[config.mk]
export PLATFORM = sky130hd
export DESIGN_NAME = mpeg_audio_header_decode_core
export DESIGN_NICKNAME = d
export VERILOG_FILES = /design/src/mahd_pkg.sv /design/src/mpeg_audio_header_decode_core.sv
export SDC_FILE = /design/constraint.sdc
export NUM_CORES = 1
export LEC_CHECK = 0
export BUFFER_PORTS_ARGS = -buffer_cell sky130_fd_sc_hd__buf_2
export CAP_MARGIN = 20
export CORE_MARGIN = 3
export CORE_UTILIZATION = 60
export CTS_BUF_LIST = sky130_fd_sc_hd__clkbuf_4 sky130_fd_sc_hd__clkbuf_8 sky130_fd_sc_hd__clkbuf_16
export DETAILED_ROUTE_END_ITERATION = 10
export GPL_TIMING_DRIVEN = 1
export PLACE_DENSITY = 0.84
export SYNTH_ARGS = -nofsm -noshare
export SYNTH_HDL_FRONTEND = slang
export SYNTH_SLANG_ARGS = --single-unit
export TNS_END_PERCENT = 50
[constraint.sdc]
create_clock -name clk -period 10.14 [get_ports clk]
set_clock_uncertainty 0.05 [all_clocks]
set_input_delay 1.014 -clock clk [delete_from_list [all_inputs] [get_ports clk]]
set_output_delay 1.014 -clock clk [all_outputs]
set_load 0.1 [all_outputs]
[src/mahd_pkg.sv]
// Package for the MPEG audio header decoder: field codes, rate tables,
// divider constants and the per-stage header record. No dependencies.
package mahd_pkg;

  localparam logic [1:0] VER_MPEG25 = 2'd0;
  localparam logic [1:0] VER_RSVD   = 2'd1;
  localparam logic [1:0] VER_MPEG2  = 2'd2;
  localparam logic [1:0] VER_MPEG1  = 2'd3;

  localparam logic [1:0] LAY_RSVD = 2'd0;
  localparam logic [1:0] LAY_III  = 2'd1;
  localparam logic [1:0] LAY_II   = 2'd2;
  localparam logic [1:0] LAY_I    = 2'd3;

  localparam logic [1:0] SRI_11K  = 2'd0;
  localparam logic [1:0] SRI_12K  = 2'd1;
  localparam logic [1:0] SRI_8K   = 2'd2;
  localparam logic [1:0] SRI_RSVD = 2'd3;

  localparam logic [3:0] BRI_FREE = 4'd0;
  localparam logic [3:0] BRI_BAD  = 4'd15;

  localparam logic [1:0] MODE_MONO = 2'd3;
  localparam logic [1:0] EMPH_RSVD = 2'd2;

  localparam logic [7:0] SYNC_BYTE = 8'hFF;
  localparam logic [7:0] SYNC_MASK = 8'hE0;

  localparam logic [5:0] SIDE_LONG  = 6'd36;
  localparam logic [5:0] SIDE_MID   = 6'd21;
  localparam logic [5:0] SIDE_SHORT = 6'd13;

  localparam logic [2:0] PAD_SLOT_I  = 3'd4;
  localparam logic [2:0] PAD_SLOT_23 = 3'd1;

  // frame length = 192000 * c * (kbps/8) / hz, hz = base * 2^shift
  localparam int unsigned NUM_W  = 22;
  localparam int unsigned Q_W    = 14;
  localparam int unsigned RCP_SH = 22;
  localparam logic [13:0] RCP_11K = 14'd9510;   // floor(2^22 / 441)
  localparam logic [8:0]  DIV_11K = 9'd441;     // 11025 / 25 per 192000/7680
  localparam logic [12:0] MUL_11K = 13'd7680;
  localparam logic [4:0]  MUL_12K = 5'd16;
  localparam logic [4:0]  MUL_8K  = 5'd24;

  localparam logic [8:0] KBPS_V1L1 [16] = '{9'd0, 9'd32, 9'd64, 9'd96, 9'd128, 9'd160,
    9'd192, 9'd224, 9'd256, 9'd288, 9'd320, 9'd352, 9'd384, 9'd416, 9'd448, 9'd0};
  localparam logic [8:0] KBPS_V1L2 [16] = '{9'd0, 9'd32, 9'd48, 9'd56, 9'd64, 9'd80,
    9'd96, 9'd112, 9'd128, 9'd160, 9'd192, 9'd224, 9'd256, 9'd320, 9'd384, 9'd0};
  localparam logic [8:0] KBPS_V1L3 [16] = '{9'd0, 9'd32, 9'd40, 9'd48, 9'd56, 9'd64,
    9'd80, 9'd96, 9'd112, 9'd128, 9'd160, 9'd192, 9'd224, 9'd256, 9'd320, 9'd0};
  localparam logic [8:0] KBPS_V2L1 [16] = '{9'd0, 9'd32, 9'd48, 9'd56, 9'd64, 9'd80,
    9'd96, 9'd112, 9'd128, 9'd144, 9'd160, 9'd176, 9'd192, 9'd224, 9'd256, 9'd0};
  localparam logic [8:0] KBPS_V2L23 [16] = '{9'd0, 9'd8, 9'd16, 9'd24, 9'd32, 9'd40,
    9'd48, 9'd56, 9'd64, 9'd80, 9'd96, 9'd112, 9'd128, 9'd144, 9'd160, 9'd0};

  typedef struct packed {
    logic        ok;
    logic [1:0]  ver;
    logic [1:0]  lay;
    logic        crc;
    logic [8:0]  kbps;
    logic [15:0] hz;
    logic [1:0]  mode;
    logic [1:0]  mext;
    logic [2:0]  flags;
    logic [1:0]  emph;
    logic [5:0]  side;
  } hdr_t;

  function automatic logic [8:0] kbps_lookup(input logic [1:0] ver, input logic [1:0] lay,
                                             input logic [3:0] bri);
    logic [8:0] r;
    r = '0;
    if (ver == VER_MPEG1) begin
      unique case (lay)
        LAY_I:   r = KBPS_V1L1[bri];
        LAY_II:  r = KBPS_V1L2[bri];
        LAY_III: r = KBPS_V1L3[bri];
        default: r = '0;
      endcase
    end else begin
      unique case (lay)
        LAY_I:          r = KBPS_V2L1[bri];
        LAY_II, LAY_III: r = KBPS_V2L23[bri];
        default:        r = '0;
      endcase
    end
    return r;
  endfunction

  function automatic logic [15:0] hz_lookup(input logic [1:0] ver, input logic [1:0] sri);
    logic [15:0] r;
    r = '0;
    unique case (sri)
      SRI_11K: r = (ver == VER_MPEG1) ? 16'd44100 : (ver == VER_MPEG2) ? 16'd22050 : 16'd11025;
      SRI_12K: r = (ver == VER_MPEG1) ? 16'd48000 : (ver == VER_MPEG2) ? 16'd24000 : 16'd12000;
      SRI_8K:  r = (ver == VER_MPEG1) ? 16'd32000 : (ver == VER_MPEG2) ? 16'd16000 : 16'd8000;
      default: r = '0;
    endcase
    return r;
  endfunction

  // frame coefficient divided by 24
  function automatic logic [2:0] coef_unit(input logic [1:0] ver, input logic [1:0] lay);
    logic [2:0] r;
    if (ver == VER_MPEG1) begin
      r = (lay == LAY_I) ? 3'd2 : 3'd6;
    end else begin
      unique case (lay)
        LAY_I:   r = 3'd1;
        LAY_II:  r = 3'd6;
        default: r = 3'd3;
      endcase
    end
    return r;
  endfunction

endpackage

[src/mpeg_audio_header_decode_core.sv]
// Top level of the MPEG audio frame header decoder: four-stage pipeline.
// Depends on mahd_pkg.
//
//  channel | dir | width | beat carries
//  in_     | in  | 32    | header_word
//  out_    | out | 64    | decoded header fields and frame length
//
// One header per cycle while out_tready keeps the output moving. The depth is set by the
// 11025 Hz family reciprocal multiply and its remainder correction stage.
// Reset (rst_n low, synchronous) empties all stages. A stall on out_tready holds every
// full stage, empty ones still fill; in_tready drops only when the whole pipeline is full.
module mpeg_audio_header_decode_core (
  input  logic        clk,
  input  logic        rst_n,
  input  logic        in_tvalid,
  output logic        in_tready,
  input  logic [31:0] in_tdata,   // [31:0] header_word
  output logic        out_tvalid,
  input  logic        out_tready,
  // [0] header_ok, [2:1] version_code, [4:3] layer_code, [5] crc_present,
  // [14:6] bitrate_kbps, [30:15] sample_rate_hz, [32:31] channel_mode,
  // [34:33] mode_extension, [37:35] flag_bits, [39:38] emphasis_code,
  // [51:40] frame_bytes, [57:52] side_info_offset, [63:58] zero
  output logic [63:0] out_tdata
);

  logic v1_r, v2_r, v3_r, v4_r;
  logic adv1, adv2, adv3, adv4;

  assign adv4 = !v4_r || out_tready;
  assign adv3 = !v3_r || adv4;
  assign adv2 = !v2_r || adv3;
  assign adv1 = !v1_r || adv2;
  assign in_tready = adv1;

  always_ff @(posedge clk) begin
    if (!rst_n) begin
      v1_r <= 1'b0;
      v2_r <= 1'b0;
      v3_r <= 1'b0;
      v4_r <= 1'b0;
    end else begin
      if (adv1) v1_r <= in_tvalid;
      if (adv2) v2_r <= v1_r;
      if (adv3) v3_r <= v2_r;
      if (adv4) v4_r <= v3_r;
    end
  end

  // stage 1: check, slice, table lookups
  mahd_pkg::hdr_t s1_nxt;
  logic [1:0]     s1_ver, s1_lay, s1_sri;
  logic [3:0]     s1_bri;
  logic           s1_ok;
  logic [8:0]     s1_kbps;
  logic [2:0]     c_nxt, pad_nxt;
  logic [1:0]     sh_nxt;

  assign s1_ver = in_tdata[20:19];
  assign s1_lay = in_tdata[18:17];
  assign s1_bri = in_tdata[15:12];
  assign s1_sri = in_tdata[11:10];
  assign s1_ok  = (in_tdata[31:24] == mahd_pkg::SYNC_BYTE)
               && ((in_tdata[23:16] & mahd_pkg::SYNC_MASK) == mahd_pkg::SYNC_MASK)
               && (s1_ver != mahd_pkg::VER_RSVD) && (s1_lay != mahd_pkg::LAY_RSVD)
               && (s1_bri != mahd_pkg::BRI_BAD) && (s1_bri != mahd_pkg::BRI_FREE)
               && (s1_sri != mahd_pkg::SRI_RSVD) && (in_tdata[1:0] != mahd_pkg::EMPH_RSVD);
  assign s1_kbps = mahd_pkg::kbps_lookup(s1_ver, s1_lay, s1_bri);

  always_comb begin
    s1_nxt.ok    = s1_ok;
    s1_nxt.ver   = s1_ver;
    s1_nxt.lay   = s1_lay;
    s1_nxt.crc   = ~in_tdata[16];
    s1_nxt.kbps  = s1_ok ? s1_kbps : '0;
    s1_nxt.hz    = s1_ok ? mahd_pkg::hz_lookup(s1_ver, s1_sri) : '0;
    s1_nxt.mode  = in_tdata[7:6];
    s1_nxt.mext  = in_tdata[5:4];
    s1_nxt.flags = {in_tdata[8], in_tdata[3], in_tdata[2]};
    s1_nxt.emph  = in_tdata[1:0];
    if (!s1_ok) begin
      s1_nxt.side = '0;
    end else if (s1_ver == mahd_pkg::VER_MPEG1) begin
      s1_nxt.side = (in_tdata[7:6] != mahd_pkg::MODE_MONO) ? mahd_pkg::SIDE_LONG
                                                            : mahd_pkg::SIDE_MID;
    end else begin
      s1_nxt.side = (in_tdata[7:6] != mahd_pkg::MODE_MONO) ? mahd_pkg::SIDE_MID
                                                            : mahd_pkg::SIDE_SHORT;
    end
    c_nxt = s1_ok ? mahd_pkg::coef_unit(s1_ver, s1_lay) : '0;
    if (s1_ok && in_tdata[9]) begin
      pad_nxt = (s1_lay == mahd_pkg::LAY_I) ? mahd_pkg::PAD_SLOT_I : mahd_pkg::PAD_SLOT_23;
    end else begin
      pad_nxt = '0;
    end
    unique case (s1_ver)
      mahd_pkg::VER_MPEG1: sh_nxt = 2'd2;
      mahd_pkg::VER_MPEG2: sh_nxt = 2'd1;
      default:             sh_nxt = 2'd0;
    endcase
  end

  mahd_pkg::hdr_t s1_r, s2_r, s3_r;
  logic [2:0] s1_c_r, s1_pad_r, s2_pad_r, s3_pad_r;
  logic [5:0] s1_k_r;
  logic [1:0] s1_sri_r, s1_sh_r, s2_sh_r, s3_sh_r;
  logic       s2_div_r, s3_div_r;
  logic [mahd_pkg::NUM_W-1:0] s2_num_r, s3_num_r;
  logic [mahd_pkg::Q_W-1:0]   s3_q_r;
  logic [63:0] out_r;

  // stage 2: scaled numerator for the selected sample rate family
  logic [8:0]                  p2;
  logic [mahd_pkg::NUM_W-1:0]  num_nxt;
  assign p2 = 9'(s1_c_r) * 9'(s1_k_r);
  always_comb begin
    case (s1_sri_r)
      mahd_pkg::SRI_11K: num_nxt = mahd_pkg::NUM_W'(p2) * mahd_pkg::NUM_W'(mahd_pkg::MUL_11K);
      mahd_pkg::SRI_12K: num_nxt = mahd_pkg::NUM_W'(p2) * mahd_pkg::NUM_W'(mahd_pkg::MUL_12K);
      default:           num_nxt = mahd_pkg::NUM_W'(p2) * mahd_pkg::NUM_W'(mahd_pkg::MUL_8K);
    endcase
  end

  // stage 3: reciprocal estimate of num / 441 for the 11025 Hz family, else num passed through
  logic [mahd_pkg::NUM_W+13:0] prod3;
  logic [mahd_pkg::Q_W-1:0]    q_nxt;
  assign prod3 = (mahd_pkg::NUM_W+14)'(s2_num_r) * (mahd_pkg::NUM_W+14)'(mahd_pkg::RCP_11K);
  assign q_nxt = s2_div_r ? prod3[mahd_pkg::RCP_SH +: mahd_pkg::Q_W]
                          : s2_num_r[mahd_pkg::Q_W-1:0];

  // stage 4: correct estimate, scale by rate multiple, add padding
  logic [mahd_pkg::NUM_W:0]  qm4, rem4;
  logic [mahd_pkg::Q_W-1:0]  qc4, qs4;
  logic [11:0]               len4;
  logic [63:0]               out_nxt;
  assign qm4  = (mahd_pkg::NUM_W+1)'(s3_q_r) * (mahd_pkg::NUM_W+1)'(mahd_pkg::DIV_11K);
  assign rem4 = (mahd_pkg::NUM_W+1)'(s3_num_r) - qm4;
  assign qc4  = s3_q_r + mahd_pkg::Q_W'(s3_div_r
                && (rem4 >= (mahd_pkg::NUM_W+1)'(mahd_pkg::DIV_11K)));
  assign qs4  = qc4 >> s3_sh_r;
  assign len4 = qs4[11:0] + 12'(s3_pad_r);
  assign out_nxt = {6'd0, s3_r.side, len4, s3_r.emph, s3_r.flags, s3_r.mext, s3_r.mode,
                    s3_r.hz, s3_r.kbps, s3_r.crc, s3_r.lay, s3_r.ver, s3_r.ok};

  always_ff @(posedge clk) begin
    if (adv1) begin
      s1_r     <= s1_nxt;
      s1_c_r   <= c_nxt;
      s1_k_r   <= s1_kbps[8:3];
      s1_sri_r <= s1_sri;
      s1_pad_r <= pad_nxt;
      s1_sh_r  <= sh_nxt;
    end
    if (adv2) begin
      s2_r     <= s1_r;
      s2_num_r <= num_nxt;
      s2_div_r <= (s1_sri_r == mahd_pkg::SRI_11K);
      s2_pad_r <= s1_pad_r;
      s2_sh_r  <= s1_sh_r;
    end
    if (adv3) begin
      s3_r     <= s2_r;
      s3_q_r   <= q_nxt;
      s3_num_r <= s2_num_r;
      s3_div_r <= s2_div_r;
      s3_pad_r <= s2_pad_r;
      s3_sh_r  <= s2_sh_r;
    end
    if (adv4) begin
      out_r <= out_nxt;
    end
  end

  assign out_tvalid = v4_r;
  assign out_tdata  = out_r;

endmodule

Yosys cells after proc, flatten, opt, wreduce, memory -nomap -nowiden
Memories as Yosys holds them, arrays and structs flattened.
Index checks and enable logic that the tools add are counted.
- flip-flop bits (word level): 286
- memory bits (read-only): 720
- logic and storage cells: 137
- memories kept: 5
- memories (name ; words ; width ; rd ports ; clocked after memory_dff ; write ports ; RTL line ; text):
    (no name shown) ; 16 ; 9 ; 1 ; 0 ; 0 ; mahd_pkg.sv:85 ; LAY_II, LAY_III: r = KBPS_V2L23[bri];
    (no name shown) ; 16 ; 9 ; 1 ; 0 ; 0 ; mahd_pkg.sv:84 ; LAY_I: r = KBPS_V2L1[bri];
    (no name shown) ; 16 ; 9 ; 1 ; 0 ; 0 ; mahd_pkg.sv:79 ; LAY_III: r = KBPS_V1L3[bri];
    (no name shown) ; 16 ; 9 ; 1 ; 0 ; 0 ; mahd_pkg.sv:78 ; LAY_II: r = KBPS_V1L2[bri];
    (no name shown) ; 16 ; 9 ; 1 ; 0 ; 0 ; mahd_pkg.sv:77 ; LAY_I: r = KBPS_V1L1[bri];
- add/subtract/negate cells: 3
- multipliers: 5
- magnitude comparators: 2
- eq/ne operators: 15
- shifts and indexed selects: 1
- multiplexer cells: 30
- bitwise logic cells: 2
- reductions and logical operators: 22
- operators with widths (kind ; count):
    2-to-1 mux 9 bit ; 11
    one-hot mux 16 bit (3 select lines) ; 1
    2-to-1 mux 15 bit ; 3
    one-hot mux 22 bit (2 select lines) ; 1
    multiplier 22 x 13 -> 35 bit (second input constant) ; 1
    2-to-1 mux 16 bit ; 2
    2-to-1 mux 14 bit ; 2
    one-hot mux 9 bit (3 select lines) ; 1
    >= comparator 23 x 9 -> 1 bit (second input constant) ; 1
    multiplier 14 x 9 -> 23 bit (second input constant) ; 1
    subtractor 22 x 23 -> 23 bit ; 1
    one-hot mux 9 bit (2 select lines) ; 1
    adder 14 x 1 -> 14 bit ; 1
    >> shifter 14 x 2 -> 12 bit ; 1
    multiplier 9 x 4 -> 13 bit (second input constant) ; 1
    adder 12 x 3 -> 12 bit ; 1
    2-to-1 mux 6 bit ; 2
    multiplier 9 x 2 -> 11 bit (second input constant) ; 1
    equality test 2 bit (second input constant) ; 5
    logical AND 1 bit ; 9
    multiplier 3 x 6 -> 9 bit ; 1
    2-to-1 mux 3 bit ; 3
    equality test 8 bit (second input constant) ; 1
    equality test 2 x 1 -> 1 bit (second input constant) ; 3
    16 further kinds ; 25

Longest topological paths before layout
Gate-level depths: netlist of run 1.
- depth in word-level cells: 9
- mapped depth: 33
- depth with buffers taken out: 33

Worst setup path before layout of run 1
Ideal clock, no wire load.
- kind: flip-flop to flip-flop
- start point: reg s3_q_r[9] in the netlist's numbering
- end point: reg out_r[51] (netlist: out_tdata[51]), data pin
- arrival time: 7.896 ns
- data required time: 9.824 ns
- setup slack: 1.928 ns
- cell stages (with the launch flop): 31
- buffers on the path: 0
- path through: edfxtp_1 -> inv_1 -> fa_1 -> fa_1 -> fa_1 -> fa_1 -> inv_1 -> fa_1 -> inv_1 -> ha_1 -> a21oi_1 -> a21boi_0 -> or3_1 -> a31o_2 -> a41oi_1 -> o221ai_1 -> or4_1 -> a32oi_1 -> a41oi_1 -> ha_1 -> ha_1 -> xor2_1 -> o21ai_0 -> o21ai_0 -> ha_1 -> a31oi_1 -> or3_1 -> nor3_1 -> nand2_1 -> nor3_1 -> xor2_1
- cells in the longest elaborated chain, start to end: 7
- RTL lines (what ; RTL line ; text):
    from (decl) ; mpeg_audio_header_decode_core.sv:109 ; logic [mahd_pkg::Q_W-1:0] s3_q_r;
    from (signal assigned) ; mpeg_audio_header_decode_core.sv:163 ; s3_q_r <= q_nxt;
    multiplier 14 x 9 -> 23 bit ; mpeg_audio_header_decode_core.sv:136 ; assign qm4 = (mahd_pkg::NUM_W+1)'(s3_q_r) * (mahd_pkg::NUM_W+1)'(mahd_pkg::DIV_11K);
    subtractor 22 x 23 -> 23 bit ; mpeg_audio_header_decode_core.sv:137 ; assign rem4 = (mahd_pkg::NUM_W+1)'(s3_num_r) - qm4;
    >= comparator 23 x 9 -> 1 bit ; mpeg_audio_header_decode_core.sv:139 ; && (rem4 >= (mahd_pkg::NUM_W+1)'(mahd_pkg::DIV_11K)));
    logical AND 1 bit ; mpeg_audio_header_decode_core.sv:139 ;
    adder 14 x 1 -> 14 bit * ; mpeg_audio_header_decode_core.sv:138 ; assign qc4 = s3_q_r + mahd_pkg::Q_W'(s3_div_r
    >> shifter 14 x 2 -> 12 bit * ; mpeg_audio_header_decode_core.sv:140 ; assign qs4 = qc4 >> s3_sh_r;
    adder 12 x 3 -> 12 bit * ; mpeg_audio_header_decode_core.sv:141 ; assign len4 = qs4[11:0] + 12'(s3_pad_r);
    net len4[11] ; mpeg_audio_header_decode_core.sv:134 ; logic [11:0] len4;
    to (signal assigned) ; mpeg_audio_header_decode_core.sv:170 ; out_r <= out_nxt;
    to (decl) ; mpeg_audio_header_decode_core.sv:110 ; logic [63:0] out_r;
Mark *: on every way through the listed nets, which the timed path passes. The rest lies on a longest branch.
A chain may end at the register's enable or synchronous reset.

Worst setup path in the final report of run 1
- start point: reg s3_q_r[8] in the netlist's numbering
- end point: reg out_r[51] (netlist: out_tdata[51]), data pin
The elaborated chain is that of the path after synthesis.

==> metrics, run 1 <==
CP Data Required Time 10.34 ns; Yosys top cell area share 39.9%; pre-CTS setup slack 0.924 ns; sequential share of the synthesized area 40.4%; DRC 0; Final Hold Viols 0; layout cells sized above 1 9.71%; post-DP HPWL 29600 um; critical path's largest stage delay 0.59 ns; #FFs+latches synth 253; gpl congestion 0.932; post-synth cell types 68; drt pass-1 iters 6; hold depth 0; Worst VDD drop 0.120 mV; worst-skew pair later-pin latency 0.52 ns; met2 usage 41.6%; clock sink total 253; Worst Setup Path Type reg2reg; Initial Utilization 61.0%; Top Family by Delay on Critical Path adder cells; worst slew pin tran 0.985 ns; unrepaired setup endpoints after global routing false; final wirelength 40300 um; vias post-DR 12100; CP max stage cell fa_1; WP buf/inv 3; quantity of I/O buffers inserted on ports 90; status completed; Post-synth top cells inv_1, ha_1, edfxtp_1; Post-Syn Area per Cell 11.6 um^2; GRT Total Usage 24.0%; worst-case clock buffer depth 3; post-route ant nets 0; Hold EP s2_r[28]; CTS HTree Levels 1; grt met3 use 3.45%; Async SR Flop Fraction 0%; post-layout util 66.6%; grt total ovfl 0; Pins Over Slew Limit 0; DRT iter0 DRCs 941; largest net degree at the start of global routing 79; R2R Path Start s3_q_r[8]; number of flops mapped to enable cells by yosys 249; CP arrival 9.52 ns; Min-Delay Startpoint s1_r[28]; cell area after synthesis 0.0187 mm^2; via density per instance 5.73; leakage 10.2 nW; CP Capture Type flip-flop; I/O pins 102; Gates resized, CTS repair 0; Max-cap violations 0; Layout Nets 2147; Synth area leaders edfxtp_1, ha_1, fa_1, inv_1, xnor2_1; initial antenna violation count 0; FMAX 107 MHz; Slew headroom 32.6%; wire length per cell 19.0 um; critical path fanouts, max 6; total CTS buffers 25; Post-CTS Setup Repair Bufs 0; fin crit period 9.32 ns; crit share post-route 91.9%; Setup-failing EPs final 0; Yosys warning count 0; worst reg2reg path depth 30; CTS tree done; synthesized instance count 1611; Die Wd 183 um; post-route worst setup slack 0.821 ns; ANT cells 0; Die Y 183 um; largest area contributor in the netlist edfxtp_1; Fin Hold WS 0.368 ns; Crit path top cell by count fa_1; register-to-register path setup slack 0.82 ns; most common cell in the netlist inv_1; most common flop cell mapped by yosys edfxtp_1; clock root cell clkbuf_16; P&R area growth vs syn 9.06%; setup TNS 0 ns; Clk pin slew, worst setup/hold paths 0.06 ns; first-pass GRT wire length 63900 um; Power Density 122 mW/mm^2; HP Class reg2reg; core area 0.0307 mm^2; vias in the first global route 12400; total die area 0.0334 mm^2; Rows 64; RR Endpoint out_tdata[51]; gr busiest metal met2; Startpoint Class flip-flop; hold_buf cts 0; M1 GR Usage 31.3%
[where the power goes]
| group | switching (mW) | internal [mW] |
|---|---|---|
| Combinational | 0.255 | 0.126 |
| Clock | 0.398 | 0.542 |
| Sequential | 0.0181 | 1.16 |
| Total | 0.671 | 1.83 |
[placed cells by master, fill, tap and decap left out, types with 6 or more instances in the layout]
cell,count
mux2i_1,16
nor2_1,51
and3_1,20
nand2_1,78
nand4_1,11
fa_1,134
xor2_1,20
xnor2_1,41
nor2b_1,12
ha_1,273
conb_1,11
mux2_2,10
a21oi_1,59
nor3_1,21
a31oi_1,10
nand3_1,14
buf_2,90
and2_1,11
a211oi_1,9
inv_1,336
o21a_1,10
clkbuf_16,25
o211ai_1,6
o21ai_0,51
a221oi_1,7
edfxtp_1,249
nor4_1,10
a21o_1,22
[area by class of cell]
| class | instances | area, um^2 |
|---|---|---|
| flip-flops and latches | 253 | 7560 |
| multi-input cells | 989 | 9740 |
| inverters | 340 | 1280 |
| fillers | 2161 | 10300 |
| well taps | 396 | 495 |
| repair buffers | 95 | 520 |
| clock inverters | 15 | 176 |
| clock buffers | 28 | 648 |
[sequential cells by signal, indices dropped and copies added, names as in the netlist]
| signal | cells |
|---|---|
| s1_sh_r | 2 |
| v1_r | 1 |
| out_tdata | 52 |
| s3_sh_r | 2 |
| out_nxt | 40 |
| s3_pad_r | 2 |
| s1_pad_r | 2 |
| s1_r | 40 |
| s3_num_r | 19 |
| s2_pad_r | 2 |
| s2_r | 40 |
| s2_num_r | 19 |
| s3_div_r | 1 |
| out_tvalid | 1 |
| s1_k_r | 6 |
| v3_r | 1 |
| s2_div_r | 1 |
| s2_sh_r | 2 |
| v2_r | 1 |
| s1_c_r | 3 |
| s3_q_r | 14 |
| s1_sri_r | 2 |
[how the worst max path moves through the flow]
| stage | to | slack (ns) | depth (start not counted) | startpoint |
|---|---|---|---|---|
| after floorplan | out_tdata[51] | 1.93 | 30 | s3_q_r[9] |
| after global placement | out_tdata[51] | 1.38 | 30 | s3_q_r[8] |
| after detailed placement | out_tdata[51] | 0.92 | 30 | s3_q_r[8] |
| after CTS | out_tdata[51] | 0.87 | 30 | s3_q_r[8] |
| after global routing | out_tdata[51] | 0.25 | 30 | s3_q_r[10] |
| final | out_tdata[51] | 0.82 | 30 | s3_q_r[8] |
[per-stage QoR]
stage	area [um^2]	std cells	total power, mW
2_1_floorplan	18800	1621	1.49
3_3_place_gp	19500	2071	1.56
3_5_place_dp	19500	2071	1.57
4_1_cts	20400	2114	2.50
5_1_grt	20400	2116	2.58
6_report	20400	2116	2.50
[layer usage]
metal  vias up  wire length [um]
li1       5651                 -
met1      5947             16400
met2       437             20400
met3        88              2230
met4         0              1280
met5         -                 0
[worst register-to-register path: cells and delay by family, from the launching register on]
kind / cells / cell delay [ns]
compound gates: 10 / 1.95
flops: 1 / 0.49
fa+ha+maj: 9 / 3.86
xor+xnor: 2 / 0.30
buf+inv: 3 / 0.33
simple gates: 6 / 2.07
[logic make-up after synthesis]
family	share of synthesized area (%)
flip-flops	40.4
AO/OA/AOI/OAI	8.03
buffers and inverters	7.84
other	0.0200
XOR/XNOR	2.85
adder cells (fa/ha/maj)	32.6
AND/OR/NAND/NOR	6.74
multiplexers	1.58
Note: power is estimated with default switching activity, not from simulation.
==> run 2, diff against run 1 <==
--- a/config.mk
+++ b/config.mk
@@ -8,11 +8,11 @@
 export BUFFER_PORTS_ARGS = -buffer_cell sky130_fd_sc_hd__buf_2
 export CAP_MARGIN = 20
 export CORE_MARGIN = 3
-export CORE_UTILIZATION = 60
+export CORE_UTILIZATION = 55
 export CTS_BUF_LIST = sky130_fd_sc_hd__clkbuf_4 sky130_fd_sc_hd__clkbuf_8 sky130_fd_sc_hd__clkbuf_16
 export DETAILED_ROUTE_END_ITERATION = 10
 export GPL_TIMING_DRIVEN = 1
-export PLACE_DENSITY = 0.84
+export PLACE_DENSITY = 0.79
 export SYNTH_ARGS = -nofsm -noshare
 export SYNTH_HDL_FRONTEND = slang
 export SYNTH_SLANG_ARGS = --single-unit
==> run 2 against run 1 <==
Against the previous run:
- register-to-register slack improved by 0.24 ns
- clock power barely moved
- die area rose by 8.8%
- first-iteration DRC count fell by 14%
- via count fell by 1.8%
- sequential share of layout area fell by 0.14 points
- maximum frequency rose by 2.7%
- cell count rose by 2.3%
- design area rose by 0.38%
- sequential power barely moved
- highest routed layer is now met5
==> metrics, run 2 (same netlist as run 1, synthesis figures left out) <==
status completed; CP arrival 9.28 ns; final wirelength 38200 um; vias in the first global route 12100; Clk pin slew, worst setup/hold paths 0.07 ns; clock sink total 253; Filler cells 2515; Startpoint Class flip-flop; via density per instance 5.50; max reg flops 52; critical path's largest stage delay 0.54 ns; worst-case clock buffer depth 3; Initial Utilization 56.7%; CTS HTree Levels 1; Post-CTS Setup Repair Bufs 0; Setup-failing EPs final 0; Worst VDD drop 0.135 mV; FMAX 110 MHz; Worst Setup Path Type reg2reg; CP Capture Type flip-flop; worst slew pin tran 0.845 ns; P&R area growth vs syn 9.48%; CP Data Required Time 10.34 ns; initial antenna violation count 3; core area 0.0330 mm^2; DRC 0; setup TNS 0 ns; Slew headroom 43.3%; pre-CTS setup slack 1.22 ns; Die Y 190 um; CP max stage cell fa_1; Max-cap violations 0; largest net degree at the start of global routing 79; HP Class reg2reg; grt total ovfl 0; total CTS buffers 25; quantity of I/O buffers inserted on ports 90; GRT Total Usage 21.1%; gpl congestion 0.915; total die area 0.0363 mm^2; post-route ant nets 0; CTS tree done; leakage 10.2 nW; first-pass GRT wire length 61100 um; hold_buf cts 0; worst-skew pair later-pin latency 0.53 ns; Die Wd 190 um; most common cell after layout, fill and taps aside inv_1; I/O pins 102; Power Density 122 mW/mm^2; vias post-DR 11900; critical path fanouts, max 6; drt pass-1 iters 5; fin crit period 9.08 ns; commonest cells after routing, fill and taps aside inv_1, ha_1, edfxtp_1; layout cells sized above 1 9.81%; Gates resized, CTS repair 0; ANT cells 0; Pins Over Slew Limit 0; DRT iter0 DRCs 807; wire length per cell 17.6 um; crit share post-route 89.5%; Layout Nets 2147; Rows 66; clock root cell clkbuf_16; Final Hold Viols 0; post-route worst setup slack 1.06 ns; post-DP HPWL 29000 um; unrepaired setup endpoints after global routing false; Crit path top cell by count fa_1
-- run 2: worst paths after layout --
kind,slack [ns],endpoint,start,cells after the start
worst min-delay path,0.37,s2_r[11],s1_r[11],0
worst max-delay path,1.06,out_tdata[51],s3_q_r[8],31
worst max register to register,1.06,out_tdata[51],s3_q_r[8],31
worst min register to register,0.37,s2_r[11],s1_r[11],0
-- run 2: power breakdown --
| group | internal [mW] | switching (mW) |
|---|---|---|
| clock network | 0.551 | 0.388 |
| logic | 0.125 | 0.249 |
| registers | 1.16 | 0.0171 |
| total | 1.84 | 0.654 |
-- run 2: layout make-up --
cell class,count,area (um^2),share of cell area [%]
Multi-Input combinational cell,989,9740,47.5
Timing Repair Buffer,95,520,2.54
Clock buffer,30,663,3.24
Clock inverter,16,181,0.885
Sequential cell,253,7560,36.9
Inverter,340,1280,6.23
Tap cell,442,553,2.70
-- run 2: through the flow --
step | area (um^2) | power (mW) | hold slack [ns] | util, % | cells
2_1_floorplan | 18800 | 1.49 | 0.350 | - | 1621
3_3_place_gp | 19600 | 1.56 | 0.350 | 59.3 | 2117
3_5_place_dp | 19600 | 1.57 | 0.355 | 59.3 | 2117
4_1_cts | 20400 | 2.50 | 0.367 | 61.9 | 2163
5_1_grt | 20500 | 2.59 | 0.369 | 62.0 | 2165
6_report | 20500 | 2.49 | 0.366 | 62.0 | 2165
-- run 2: worst max-delay path: cells and delay by family, from the launching register on --
| family | cells | cell delay, ns |
|---|---|---|
| buffers and inverters | 3 | 0.40 |
| xor gates and xnor gates | 2 | 0.19 |
| DFF | 1 | 0.50 |
| and+or+nand+nor | 7 | 2.09 |
| AOI/OAI and AO/OA | 10 | 1.83 |
| adders and majority gates | 9 | 3.74 |
-- run 2: layer usage --
metal	vias to the layer above	GRT usage [%]	share of wire, %
li1	5647	-	-
met1	5841	28.7	42
met2	332	35.7	49
met3	74	3.01	5.8
met4	6	5.84	2.9
met5	-	0	0.10
==> run 3, diff against run 2 <==
--- a/config.mk
+++ b/config.mk
@@ -7,12 +7,14 @@
 export LEC_CHECK = 0
 export BUFFER_PORTS_ARGS = -buffer_cell sky130_fd_sc_hd__buf_2
 export CAP_MARGIN = 20
-export CORE_MARGIN = 3
-export CORE_UTILIZATION = 55
+export CELL_PAD_IN_SITES_DETAIL_PLACEMENT = 0
+export CELL_PAD_IN_SITES_GLOBAL_PLACEMENT = 2
+export CORE_MARGIN = 2
+export CORE_UTILIZATION = 43
 export CTS_BUF_LIST = sky130_fd_sc_hd__clkbuf_4 sky130_fd_sc_hd__clkbuf_8 sky130_fd_sc_hd__clkbuf_16
 export DETAILED_ROUTE_END_ITERATION = 10
 export GPL_TIMING_DRIVEN = 1
-export PLACE_DENSITY = 0.79
+export PLACE_DENSITY = 0.87
 export SYNTH_ARGS = -nofsm -noshare
 export SYNTH_HDL_FRONTEND = slang
 export SYNTH_SLANG_ARGS = --single-unit
==> run 3 against run 2 <==
Against the previous run:
- sequential share of layout area is 0.31 points lower
- worst hold slack worse by 0.0020 ns
- sequential cell count stayed put
- largest cell class unchanged
==> metrics, run 3 (same netlist as run 1, synthesis figures left out) <==
grt met3 use 1.91%; initial antenna violation count 0; I/O pins 102; unrepaired setup endpoints after global routing false; gpl congestion 0.850; commonest cells after routing, fill and taps aside inv_1, ha_1, edfxtp_1; vias in the first global route 11500; Flop pwr share 47.1%; largest net degree at the start of global routing 76; most common cell after layout, fill and taps aside inv_1; crit share post-route 89.7%; status completed; CP arrival 9.32 ns; max reg flops 52; M1 GR Usage 24.6%; Power Density 121 mW/mm^2; CTS tree done; hold_buf cts 0; Max-cap violations 0; HP Class reg2reg; via density per instance 5.00; GRT Total Usage 17.4%; worst-skew pair later-pin latency 0.56 ns; CP max stage cell fa_1; clock root cell clkbuf_16; clock share of power 37.9%; Setup-failing EPs final 0; grt total ovfl 0; Rows 76; CTS HTree Levels 1; internal cell power 1.82 mW; setup TNS 0 ns; Initial Utilization 43.6%; CP Data Required Time 10.37 ns; quantity of I/O buffers inserted on ports 90; ANT cells 0; wire length per cell 16.6 um; met2 usage 28.7%; worst slew pin tran 1.07 ns; final wirelength 38400 um; Startpoint Class flip-flop; sw frac 27.4%; P&R area growth vs syn 10.4%; Die Y 213 um; FMAX 110 MHz; layout cells sized above 1 9.91%; Pins Over Slew Limit 0; Worst Setup Path Type reg2reg; total die area 0.0452 mm^2; Layout Nets 2149; worst-case clock buffer depth 3; drt pass-1 iters 5; leakage 10.2 nW; gr busiest metal met2; Filler cells 3927; post-route worst setup slack 1.05 ns; Crit path top cell by count fa_1; DRC 0; post-DP HPWL 29300 um; Post-CTS Setup Repair Bufs 0; vias post-DR 11600; Slew headroom 28.7%; Die Wd 213 um; critical path's largest stage delay 0.54 ns; CP Capture Type flip-flop; total CTS buffers 27; DRT iter0 DRCs 656; fin crit period 9.09 ns; critical path fanouts, max 6; Clk pin slew, worst setup/hold paths 0.06 ns; Worst VDD drop 0.129 mV; Final Hold Viols 0; first-pass GRT wire length 61300 um; core area 0.0430 mm^2; combinational share of power 15.1%; post-route ant nets 0; pre-CTS setup slack 1.09 ns; sw power 686 uW; clock sink total 253; Gates resized, CTS repair 0
-- run 3: metal layers --
layer	wire, um	up-vias	part of all wire [%]
li1	-	5654	-
met1	17900	5652	47
met2	18300	204	48
met3	1320	43	3.4
met4	825	0	2.1
met5	0	-	0
-- run 3: worst paths after layout --
path	endpoint	depth (start not counted)	start	slack (ns)
hold / removal	out_tdata[38]	0	out_nxt[38]	0.36
setup reg to reg	out_tdata[51]	30	s3_q_r[9]	1.05
setup / recovery	out_tdata[51]	30	s3_q_r[9]	1.05
hold reg to reg	out_tdata[38]	0	out_nxt[38]	0.36
-- run 3: power groups by stage --
| stage | logic (mW) | registers, mW | clock network, mW |
|---|---|---|---|
| after global routing | 0.412 | 1.18 | 1.01 |
| after floorplan | 0.240 | 1.25 | 0 |
| after detailed placement | 0.375 | 1.20 | 0 |
| after global placement | 0.374 | 1.20 | 0 |
| after CTS | 0.378 | 1.18 | 0.977 |
| final | 0.377 | 1.18 | 0.948 |
-- run 3: layout make-up --
type,count,area [um^2],area share [%]
well taps,585,732,3.54
repair buffers,95,488,2.36
multi-input cells,989,9750,47.2
inverters,340,1280,6.17
flip-flops and latches,253,7560,36.6
clock inverters,18,166,0.805
clock buffers,30,698,3.38
-- run 3: worst max-delay path, delay by kind of cell (launching register included) --
kind / cells / cell delay (ns)
AO/OA/AOI/OAI: 10 / 1.83
XOR/XNOR: 2 / 0.27
adder cells (fa/ha/maj): 9 / 3.81
buffers and inverters: 3 / 0.37
flip-flops: 1 / 0.47
AND/OR/NAND/NOR: 6 / 2.00
-- run 3: through the flow --
| step | cells | instance area (um^2) | power (mW) | hold WS [ns] | util (%) |
|---|---|---|---|---|---|
| final | 2310 | 20700 | 2.50 | 0.364 | 48.1 |
| after global routing | 2310 | 20700 | 2.61 | 0.372 | 48.1 |
| after CTS | 2310 | 20700 | 2.53 | 0.365 | 48.1 |
| after detailed placement | 2262 | 19800 | 1.58 | 0.355 | 46.1 |
| after global placement | 2262 | 19800 | 1.57 | 0.350 | 46.1 |
| after floorplan | 1621 | 18800 | 1.49 | 0.350 | - |
